File: src/hdl/mbsp_pkg.sv
// ----------------------------------------------------------------------------
// mbsp_pkg
// Shared types and byte codes for the MIDI byte stream parser.
// ----------------------------------------------------------------------------
package mbsp_pkg;

	localparam logic [7:0] SYSEX_START   = 8'hF0;
	localparam logic [7:0] SYSEX_END     = 8'hF7;
	localparam logic [7:0] REALTIME_BASE = 8'hF8;
	localparam logic [7:0] NO_STATUS     = 8'h00;
	localparam logic [3:0] KIND_SYSTEM   = 4'hF;
	localparam logic [3:0] KIND_PROGRAM  = 4'hC;
	localparam logic [3:0] KIND_PRESSURE = 4'hD;

	typedef struct packed {
		logic [7:0] running_status;
		logic [6:0] first_data;
		logic       have_first;
		logic       inside_sysex;
	} parse_state_t;

	typedef struct packed {
		logic       emit;
		logic [7:0] msg_status;
		logic [6:0] msg_data1;
		logic [6:0] msg_data2;
	} parse_result_t;

endpackage

File: src/hdl/midi_byte_stream_parser_core.sv
// Output: a message leaves on out_valid in the cycle after its last byte is accepted.
// Throughput: one byte per cycle; the decode is one combinational pass into
// the output register; in_ready drops only while a message waits and out_ready is low.
// Reset (arst_n low, asynchronous): no running status, not in sysex,
// no held data byte, output empty, emit_enable set.
// ----------------------------------------------------------------------------
// midi_byte_stream_parser_core
// MIDI 1.0 byte stream to channel message parser with running status.
// ----------------------------------------------------------------------------
module midi_byte_stream_parser_core (
	input  logic       clk,
	input  logic       arst_n,
	input  logic       emit_enable_we,
	input  logic       emit_enable_wdata,
	input  logic       in_valid,
	output logic       in_ready,
	input  logic [7:0] data_byte,
	output logic       out_valid,
	input  logic       out_ready,
	output logic [7:0] msg_status,
	output logic [6:0] msg_data1,
	output logic [6:0] msg_data2
);
	import mbsp_pkg::*;

	parse_state_t  state_q;
	parse_state_t  state_nxt;
	parse_result_t res;
	logic          emit_enable_q;
	logic          out_valid_q;
	logic [7:0]    msg_status_q;
	logic [6:0]    msg_data1_q;
	logic [6:0]    msg_data2_q;
	logic          in_beat;

	assign in_ready = !out_valid_q || out_ready;
	assign in_beat  = in_valid && in_ready;

	mbsp_decoder u_decoder (
		.data_byte   (data_byte),
		.emit_enable (emit_enable_q),
		.cur         (state_q),
		.nxt         (state_nxt),
		.res         (res)
	);

	always_ff @(posedge clk or negedge arst_n) begin
		if (!arst_n) begin
			state_q       <= '0;
			emit_enable_q <= 1'b1;
			out_valid_q   <= 1'b0;
		end else begin
			if (emit_enable_we) begin
				emit_enable_q <= emit_enable_wdata;
			end
			if (in_beat) begin
				state_q     <= state_nxt;
				out_valid_q <= res.emit;
			end else if (out_ready) begin
				out_valid_q <= 1'b0;
			end
		end
	end

	always_ff @(posedge clk) begin
		if (in_beat && res.emit) begin
			msg_status_q <= res.msg_status;
			msg_data1_q  <= res.msg_data1;
			msg_data2_q  <= res.msg_data2;
		end
	end

	assign out_valid  = out_valid_q;
	assign msg_status = msg_status_q;
	assign msg_data1  = msg_data1_q;
	assign msg_data2  = msg_data2_q;

`ifndef SYNTHESIS
	a_status_channel: assert property (@(posedge clk) disable iff (!arst_n)
		out_valid_q |-> (msg_status_q[7] && msg_status_q[7:4] != KIND_SYSTEM))
		else $error("emitted status is not a channel status");

	a_one_byte_zero: assert property (@(posedge clk) disable iff (!arst_n)
		(out_valid_q && (msg_status_q[7:4] == KIND_PROGRAM ||
		msg_status_q[7:4] == KIND_PRESSURE)) |-> (msg_data2_q == 7'd0))
		else $error("one-data-byte message with nonzero data2");

	a_running_status_legal: assert property (@(posedge clk) disable iff (!arst_n)
		(state_q.running_status == NO_STATUS) ||
		(state_q.running_status[7] && state_q.running_status[7:4] != KIND_SYSTEM))
		else $error("running status holds an illegal value");

	a_beat_source: assert property (@(posedge clk) disable iff (!arst_n)
		$rose(out_valid_q) |-> $past(in_beat))
		else $error("output beat without an accepted input beat");

	a_no_emit_disabled: assert property (@(posedge clk) disable iff (!arst_n)
		(in_beat && !emit_enable_q) |=> !out_valid_q)
		else $error("message emitted while emit is disabled");
`endif

endmodule

File: src/hdl/mbsp_decoder.sv
// ----------------------------------------------------------------------------
// mbsp_decoder
// Next-state and message logic for one MIDI byte.
// ----------------------------------------------------------------------------
module mbsp_decoder (
	input  logic [7:0]             data_byte,
	input  logic                   emit_enable,
	input  mbsp_pkg::parse_state_t cur,
	output mbsp_pkg::parse_state_t nxt,
	output mbsp_pkg::parse_result_t res
);
	import mbsp_pkg::*;

	logic one_byte;

	assign one_byte = (cur.running_status[7:4] == KIND_PROGRAM) ||
		(cur.running_status[7:4] == KIND_PRESSURE);

	always_comb begin
		nxt            = cur;
		res.emit       = 1'b0;
		res.msg_status = cur.running_status;
		res.msg_data1  = data_byte[6:0];
		res.msg_data2  = 7'd0;
		priority if (data_byte >= REALTIME_BASE) begin
			nxt = cur;
		end else if (data_byte == SYSEX_START) begin
			nxt.inside_sysex = 1'b1;
		end else if (data_byte == SYSEX_END) begin
			nxt.inside_sysex = 1'b0;
		end else if (cur.inside_sysex) begin
			nxt = cur;
		end else if (data_byte[7]) begin
			if (data_byte[7:4] == KIND_SYSTEM) begin
				nxt.running_status = NO_STATUS;
			end else begin
				nxt.running_status = data_byte;
				nxt.have_first     = 1'b0;
			end
		end else if (cur.running_status == NO_STATUS) begin
			nxt = cur;
		end else if (!cur.have_first) begin
			nxt.first_data = data_byte[6:0];
			if (one_byte) begin
				res.emit = emit_enable;
			end else begin
				nxt.have_first = 1'b1;
			end
		end else begin
			nxt.have_first = 1'b0;
			res.emit       = emit_enable;
			res.msg_data1  = cur.first_data;
			res.msg_data2  = data_byte[6:0];
		end
	end

endmodule
File: config.mk
export PLATFORM = sky130hd
export DESIGN_NAME = midi_byte_stream_parser_core
export DESIGN_NICKNAME = d
export VERILOG_FILES = /design/src/hdl/mbsp_pkg.sv /design/src/hdl/midi_byte_stream_parser_core.sv /design/src/hdl/mbsp_decoder.sv
export SDC_FILE = /design/constraint.sdc
export NUM_CORES = 1
export LEC_CHECK = 0
export ABC_AREA = 1
export BUFFER_PORTS_ARGS = -buffer_cell sky130_fd_sc_hd__buf_2
export CORE_MARGIN = 1.5
export CORE_UTILIZATION = 48
export DETAILED_ROUTE_END_ITERATION = 10
export PLACE_DENSITY_LB_ADDON = 0.3
export SETUP_SLACK_MARGIN = 0.05
export SLEW_MARGIN = 25
export SYNTH_ARGS = -nofsm -noshare
export SYNTH_HDL_FRONTEND = slang
export SYNTH_SLANG_ARGS = --single-unit
File: constraint.sdc
create_clock -name clk -period 2.1 [get_ports clk]
set_input_delay 0.105 -clock clk [delete_from_list [all_inputs] [get_ports clk]]
set_output_delay 0.105 -clock clk [all_outputs]
set_load 0.02 [all_outputs]
After elaboration in Yosys (flattened, before gate mapping)
Cells that the tools add are included.

Bitwise operators: 7. Reduce and logical (&&, ||, !) cells: 12. Equality and inequality tests: 7. Magnitude comparators: 1. Muxes and demuxes: 26.

Operators with widths (count): 2-to-1 mux 14 bit (7); 2-to-1 mux 1 bit (18); equality test 8 bit (second input constant) (2); equality test 4 bit (second input constant) (3); greater-or-equal comparator 8 bit (second input constant) (1); zero test 8 bit (1); 2-to-1 mux 8 bit (1); AND reduction 8 bit (1); inverter 1 bit (7); AND reduction 7 bit (1); OR reduction 7 bit (1); AND reduction 6 bit (1); inequality test 2 bit (second input constant) (2); logical AND 1 bit (2); logical OR 1 bit (2); AND reduction 2 bit (1); nonzero test 2 bit (1); zero test 1 bit (1).

Output and inout port bits: 24. Input port bits: 14. Register bits after elaboration: 41.

Longest topological paths before layout
Gate-level depths: netlist of run 1.

Depth after elaboration: 11. Depth in mapped cells: 9. Depth with buffers taken out: 9.

Hierarchy
Synthesis of run 1 repeated with hierarchy kept, for this count alone.

Cells, all modules: 240. Area, all modules: 2165.8 um2.

Modules (own cells, without submodules): midi_byte_stream_parser_core (area each 1467.7 um2, times used 1, cells an instance 107); mbsp_decoder (area each 698.2 um2, times used 1, cells an instance 133).

Least setup slack after synthesis of run 1
OpenSTA, ideal clock, no wires.

Path kind: register -> register. From: register out_valid_q, in the netlist out_valid. To: register msg_data1_q[0], in the netlist msg_data1[0] (enable). Arrival: 2001 ps. Path slack: -302 ps. Stages on the path, launching flop included: 6. Path buffers: 0. Period minus slack after synthesis: 2402 ps. Path through: dfrtp_1 > nand2_1 > nand2_1 > nor2_4 > nand3_1 > nor2_1.

Cells in the longest elaborated chain, start to end: 4.

RTL lines: from (decl) (RTL line midi_byte_stream_parser_core.sv:30) `logic out_valid_q;`; from (signal assigned) (RTL line midi_byte_stream_parser_core.sv:58) `out_valid_q <= res.emit;`; zero test 1 bit (RTL line midi_byte_stream_parser_core.sv:36) `assign in_ready = !out_valid_q || out_ready;`; logical OR 1 bit (RTL line midi_byte_stream_parser_core.sv:36); named net in_ready (RTL line midi_byte_stream_parser_core.sv:16) `output logic in_ready,`; logical AND 1 bit (RTL line midi_byte_stream_parser_core.sv:37) `assign in_beat = in_valid && in_ready;`; logical AND 1 bit (RTL line midi_byte_stream_parser_core.sv:66) `if (in_beat && res.emit) begin`; to (signal assigned) (RTL line midi_byte_stream_parser_core.sv:68) `msg_data1_q <= res.msg_data1;`; to (decl) (RTL line midi_byte_stream_parser_core.sv:32) `logic [6:0] msg_data1_q;`.

The timed path passes the listed nets, and every way through them passes these cells. A chain may end at the register's enable or synchronous reset.

Worst setup path after layout of run 1
From: register out_valid_q, in the netlist out_valid. To: register msg_status_q[1], in the netlist msg_status[1] (enable).

Cells in the longest elaborated chain, start to end: 4.

RTL lines: zero test 1 bit (RTL line midi_byte_stream_parser_core.sv:36); logical OR 1 bit (RTL line midi_byte_stream_parser_core.sv:36); logical AND 1 bit (RTL line midi_byte_stream_parser_core.sv:37); logical AND 1 bit (RTL line midi_byte_stream_parser_core.sv:66); to (signal assigned) (RTL line midi_byte_stream_parser_core.sv:67) `msg_status_q <= res.msg_status;`; to (decl) (RTL line midi_byte_stream_parser_core.sv:31) `logic [7:0] msg_status_q;`.

Every way passes these cells.

==> results.txt, run 1 <==
Status -> complete, no violations
Top-area cell type share of the netlist area -> 35.63%
Unique cell type count in the Yosys netlist -> 23
Syn Nets -> 206
Crit Path Max Fanout -> 22
Dpl hpwl -> 2445 um
Worst slew pin tran -> 0.4306 ns
Syn Area/Cell -> 9.658 um2
Postcts setup bufs -> 0
Placed Cells -> 276
Worst IR Drop VDD -> 0.0005621 V
Routability cong. -> 0.8188
Critical path endpoint category -> register
Core area -> 3689 um2
Seq/Total Area, Yosys -> 61.34%
Buffers on Ports -> 37
Final Max Tran Viols -> 0
Initial Util -> 50.27%
FF+latch count, synth -> 41
Clock skew -> 0.004221 ns
Unrepaired setup endpoints after global routing -> no
Post-layout minimum cycle time -> 1.586 ns
Final setup vio count -> 0
WL final -> 3317 um
HP Start -> emit_enable_wdata
Total power -> 1.821 mW
Leading area contributor after synthesis -> edfxtp_1
Final setup margin -> 0.5138 ns
Hold Path Sink -> emit_enable_q
Final ANT Viol Nets -> 0
Total grt overflow -> 0
Pwr Density -> 831.3 nW/um2
ANT cells -> 0
Residual DRC -> 0
Ratio of cells with drive above 1 in the final layout -> 25.74%
Largest net degree at the start of global routing -> 23
H-tree Lvls -> 2
Reg-to-Reg Start -> out_valid
Post-layout util -> 59.40%
Max Freq -> 630.4 MHz
IO Pins -> 38
Final hold vios -> 0
Worst EP arrival -> 1.56 ns
LEAKAGE -> 1.074 nW
Die Y -> 65.16 um
Die ar. -> 4245 um2
CTS Hold Buffers Added -> 1
Via density -> 4.709
Finished Layout Cells -> 285
Reg clk slew, reported paths -> 0.07 ns
Cells after Synth -> 192
HP Class -> in2reg
Final Net Count -> 250
CTS tree -> built
# rows -> 22
Initial antenna violation count -> 0
CTS max path bufs -> 2
Setup TNS -> 0 ns
Worst path required time -> 2.07 ns
Routed vias -> 1342
Worst skew pair latency -> 0.29 ns
Die X-Extent -> 65.16 um
Max-Cap Viols -> 0
Synth-to-layout area growth -> 18.15%
Syn Std Cell Area -> 1854 um2
Reg-to-Reg End -> msg_status[1]
Initial DRC count -> 58
Yosys warnings -> 0
Post_cts resized -> 0
Reg2reg setup slack -> 0.51 ns
Drt pass-1 iters -> 4
GRT Total Usage -> 17.37%
Final Cycle Share -> 75.53%
First-pass GRT wire length -> 5499 um
Cts bufs inserted -> 5
Root buffer cell -> clkbuf_8
Reg2Reg Depth -> 6
Nature of the critical path startpoint -> register
Routed len/inst -> 11.64 um
Pre-CTS WS -> 0.5137 ns
CTS Sinks -> 41
Rel. slew slack -> 71.30%
Kind of critical path -> reg2reg
Worst hold stages -> 2
Number of global-route vias before repair -> 1248
Synth top area cells -> edfxtp_1, dfrtp_1, nand2_1, inv_1, nand3_1
Fill count -> 325
==> kinds of logic (layout without fill, tap and decap cells) <==
kind of cell           count (synthesis)  after routing  share of synthesized area (%)
buffers and inverters                 31             76                          7.017
muxes                                  1              1                         0.6072
AOI/OAI and AO/OA                     10             10                          3.037
and+or+nand+nor                      109            109                          28.00
DFF                                   41             41                          61.34
==> cell usage after synthesis <==
| master | count |
|---|---|
| nand2_1 | 58 |
| inv_1 | 27 |
| edfxtp_1 | 22 |
| nor2_1 | 21 |
| dfrtp_1 | 18 |
| nand3_1 | 17 |
| o21ai_0 | 8 |
| nor2_4 | 3 |
| nand2_2 | 2 |
| nand2_4 | 2 |
| nand4_1 | 2 |
| a21oi_2 | 1 |
| buf_2 | 1 |
| buf_6 | 1 |
| clkinv_1 | 1 |
| dfstp_2 | 1 |
| inv_6 | 1 |
| mux2_2 | 1 |
| nand2_8 | 1 |
| nand3_2 | 1 |
| nand3b_4 | 1 |
| nor2_2 | 1 |
| o31ai_1 | 1 |
==> layer usage <==
| layer | global-route usage, % | share of wire (%) |
|---|---|---|
| met1 | 22.90 | 46 |
| met2 | 27.84 | 47 |
| met3 | 4.795 | 6.0 |
| met4 | 6.250 | 1.1 |
| met5 | 0 | 0 |
==> state kept, by name, indices dropped and copies added (netlist names) <==
name / flops
state_q: 17
out_valid: 1
msg_data2: 7
msg_data1: 7
emit_enable_q: 1
msg_status: 8
==> critical path, cell delays in order, from the launching register on <==
cell	delay (ns)
dfrtp_1	0.38
nand2_1	0.09
nand2_1	0.12
nor2_4	0.14
nand3_1	0.14
nor2_4	0.10
buf_4	0.29
==> power breakdown <==
| part | switching [mW] | internal, mW | total [mW] |
|---|---|---|---|
| registers | 0.0518 | 0.961 | 1.01 |
| clock network | 0.256 | 0.230 | 0.486 |
| logic | 0.214 | 0.109 | 0.322 |
| total | 0.522 | 1.30 | 1.82 |
==> how the worst max path moves through the flow <==
stage	from	to	slack [ns]
5_1_grt	state_q[10]	msg_data1[3]	0.29
2_1_floorplan	out_valid	msg_data1[0]	0.26
6_report	out_valid	msg_status[1]	0.51
3_3_place_gp	out_valid	msg_data2[1]	0.56
4_1_cts	out_valid	msg_data1[0]	0.50
3_5_place_dp	out_valid	msg_data1[4]	0.51
==> cell usage in the layout, fill, tap and decap left out <==
cell,n
a21oi_2,1
mux2_2,1
clkinv_2,2
nand2_1,58
nor2_2,1
clkbuf_8,5
inv_1,27
o31ai_1,1
clkbuf_1,1
inv_6,1
nand4_1,2
edfxtp_1,22
dfrtp_1,18
buf_2,37
nor2_1,20
nand3_1,17
o21ai_0,8
dlygate4sd3_1,1
nand3b_4,1
nor2_4,4
buf_4,1
clkinv_1,1
nand2_8,1
nand2_2,2
dfstp_2,1
nand3_2,1
nand2_4,2
==> metrics by stage <==
stage	hold slack [ns]	cell area [um2]
2_1_floorplan	-0.1906	1862
5_1_grt	0.03562	2191
4_1_cts	0.03403	2191
3_5_place_dp	0.06639	2098
3_3_place_gp	0.06686	2098
6_report	0.04382	2191
==> area by class of cell <==
class | count | area (um2) | share of cell area (%)
sequential | 41 | 1137 | 51.91
multi-input combinational | 120 | 594.3 | 27.13
timing repair buffer | 39 | 202.7 | 9.252
inverter | 29 | 113.9 | 5.197
clock buffer | 6 | 72.57 | 3.312
tap | 48 | 60.06 | 2.741
clock inverter | 2 | 10.01 | 0.4569
No activity file was read; power rests on OpenSTA's default activity.
==> run 2: changes to the inputs <==
==> constraint.sdc (replaced) <==
create_clock -name clk -period 1.3 [get_ports clk]
set_input_delay 0.065 -clock clk [delete_from_list [all_inputs] [get_ports clk]]
set_output_delay 0.065 -clock clk [all_outputs]
set_load 0.02 [all_outputs]
==> run 2 against run 1 <==
- first-iteration DRC count is 8.6% higher
- the run now ends with hold timing, setup timing left
- routed wire length is 29% higher
- clock power is 150% higher
- global-route usage is 4.2 points higher
- maximum frequency is 9.9% higher
- clock skew is 0.00089 ns lower
- non-clock buffer count is 24 higher
- sequential power is 62% higher
==> results.txt, run 2 (same netlist as run 1, synthesis figures left out) <==
Die X-Extent -> 65.16 um (unchanged)
IO Pins -> 38 (unchanged)
CTS tree -> built
Die ar. -> 4245 um2 (unchanged)
Total grt overflow -> 0 (unchanged)
Ratio of cells with drive above 1 in the final layout -> 45.45% (+20 points)
Worst EP arrival -> 1.47 ns (-0.09 ns)
Via density -> 5.147 (+9.3%)
Clk pwr share -> 32.5% (+5.8 points)
First-pass GRT wire length -> 6872 um (+25%)
Routability cong. -> 0.7981 (-2.5%)
Met2 wire len -> 2195 um (+40%)
Fill count -> 277 (-15%)
Post-layout minimum cycle time -> 1.444 ns (-0.1425 ns)
Reg clk slew, reported paths -> 0.08 ns (about the same)
ANT cells -> 0 (unchanged)
Drt pass-1 iters -> 4 (unchanged)
Worst path required time -> 1.32 ns (-0.75 ns)
Final ANT Viol Nets -> 0 (unchanged)
CP max-delay cell -> dfrtp_1
Total power -> 3.701 mW (+100%)
Rel. slew slack -> 67.76% (-3.5 points)
Placed cell areas -> 2242 um2 (+6.9%)
Reg power frac -> 44.3% (-11 points)
Crit Path Max Fanout -> 6 (-73%)
Die Y -> 65.16 um (unchanged)
HP Class -> in2reg
Top reg by flops -> state_q
Synth-to-layout area growth -> 43.45%
Buffers on Ports -> 37 (unchanged)
Worst Hold Slack -> -0.0004780 ns (-0.04430 ns)
Failing checks -> hold timing, setup timing
Critical path endpoint category -> register
Final setup margin -> -0.1437 ns (-0.6575 ns)
Core area -> 3689 um2 (unchanged)
# rows -> 22 (unchanged)
Worst skew pair latency -> 0.29 ns (about the same)
Worst slew pin tran -> 0.4807 ns (+0.05012 ns)
Routed len/inst -> 13.69 um (+18%)
Dpl hpwl -> 2680 um (+9.6%)
Setup TNS -> -3.696 ns (-3.696 ns)
Clock skew -> 0.003328 ns (-0.0008926 ns)
Final Cycle Share -> 111.1% (+36 points)
Nature of the critical path startpoint -> register
Most common cell after layout, fill and taps aside -> nand2_1
Kind of critical path -> reg2reg
LEAKAGE -> 1.278 nW (+19%)
Switch share -> 28.03% (-0.63 points)
Worst IR Drop VDD -> 0.0009675 V (+72%)
Final setup vio count -> 48 (+48)
Number of global-route vias before repair -> 1528 (+22%)
Proportion of power drawn by combinational gates -> 23.1% (+5.4 points)
Pwr Density -> 1391 nW/um2 (+67%)
Sw Pwr -> 1.037 mW (+99%)
Final Net Count -> 277 (+11%)
Root buffer cell -> clkbuf_8
CTS max path bufs -> 2 (unchanged)
Final hold vios -> 1 (+1)
Internal -> 2.663 mW (+110%)
Max FFs per register -> 17 (unchanged)
GRT Total Usage -> 21.61% (+4.2 points)
Largest net degree at the start of global routing -> 23 (unchanged)
Commonest non-fill, non-tap cells in the layout -> nand2_1, buf_2, inv_1
Initial DRC count -> 63 (+8.6%)
Slowest stage delay, CP -> 0.40 ns (+0.02 ns)
Cts bufs inserted -> 5 (unchanged)
Max layer used -> met4
WL final -> 4272 um (+29%)
Cell Chain, Critical Path -> inv_2 -> nand2_2 -> nor2_4 -> nand2_4 -> nand2_4 -> nor2_4 -> clkbuf_16
Unrepaired setup endpoints after global routing -> yes
H-tree Lvls -> 2 (unchanged)
Initial Util -> 50.27% (unchanged)
CTS Sinks -> 41 (unchanged)
Fin area -> 2660 um2 (+21%)
Final Max Tran Viols -> 0 (unchanged)
Max-Cap Viols -> 0 (unchanged)
M1 WL -> 1730 um (+14%)
DR WL met3 -> 282 um (+41%)
Residual DRC -> 0 (unchanged)
Initial antenna violation count -> 0 (unchanged)
Status -> finished with violations
Max Freq -> 692.7 MHz (+9.9%)
Routed vias -> 1606 (+20%)
-- run 2: cell types whose count changed in the layout (fill, tap and decap cells not counted), sizes merged --
cell,previous run,this run
buf,38,61
bufinv,0,2
nand3,18,20
-- run 2: metal layers --
metal | global-route usage (%) | vias to the layer above
li1 | - | 756
met1 | 27.00 | 772
met2 | 37.11 | 70
met3 | 4.281 | 8
met4 | 8.594 | 0
met5 | 0 | -
-- run 2: layout make-up --
cell class                      count  area, um2  share of cell area [%]
Clock buffer                        5      68.82                   2.587
Clock inverter                      3      65.06                   2.446
Inverter                           29      121.4                   4.563
Multi-Input combinational cell    122      769.5                   28.93
Sequential cell                    41       1139                   42.80
Tap cell                           48      60.06                   2.258
Timing Repair Buffer               63      430.4                   16.18
Timing Repair inverter              1      6.256                  0.2352
-- run 2: power by group through the flow --
stage / Sequential, mW / Clock [mW] / Combinational (mW)
detailed placement: 1.66 / 0 / 0.649
global route: 1.66 / 1.25 / 0.944
finish: 1.64 / 1.20 / 0.856
CTS: 1.64 / 1.21 / 0.746
global placement: 1.65 / 0 / 0.629
floorplan: 1.69 / 0 / 0.384
-- run 2: what timing repair did --
action / CTS / global route
setup endpoints to repair: 51 / 53
gates cloned: 3 / 2
hold buffers: 1 / 0
gates resized for setup: 17 / 25
hold endpoints to repair: 18 / 0
buffers inserted: 4 / 6
pin swaps: 4 / 11
-- run 2: per-stage QoR --
step                      hold WS (ns)  instances  setup slack [ns]  util, %
after CTS                    0.0006349        304          -0.08084    67.71
after floorplan                -0.2306        192           -0.3616        -
after global placement         0.02537        288          -0.04594    60.79
after global routing           0.02001        312           -0.1807    72.12
after detailed placement       0.02464        288          -0.08398    60.79
final                       -0.0004780        312           -0.1437    72.12
-- run 2: final timing paths --
| check | start | endpoint | slack, ns | depth (start not counted) |
|---|---|---|---|---|
| max | state_q[16] | msg_status[6] | -0.14 | 7 |
| min | emit_enable_wdata | emit_enable_q | -0.0005 | 2 |
| max reg2reg | state_q[16] | msg_status[6] | -0.14 | 7 |
| min reg2reg | state_q[2] | state_q[2] | 0.48 | 2 |
| max in group asynchronous | arst_n | emit_enable_q | 0.73 | 2 |
| min in group asynchronous | arst_n | out_valid | 0.24 | 2 |
-- run 2: critical path, delay by kind of cell, from the launching register on --
family | cells | cell delay [ns]
flip-flops | 1 | 0.40
buffers and inverters | 2 | 0.24
AND/OR/NAND/NOR | 5 | 0.51
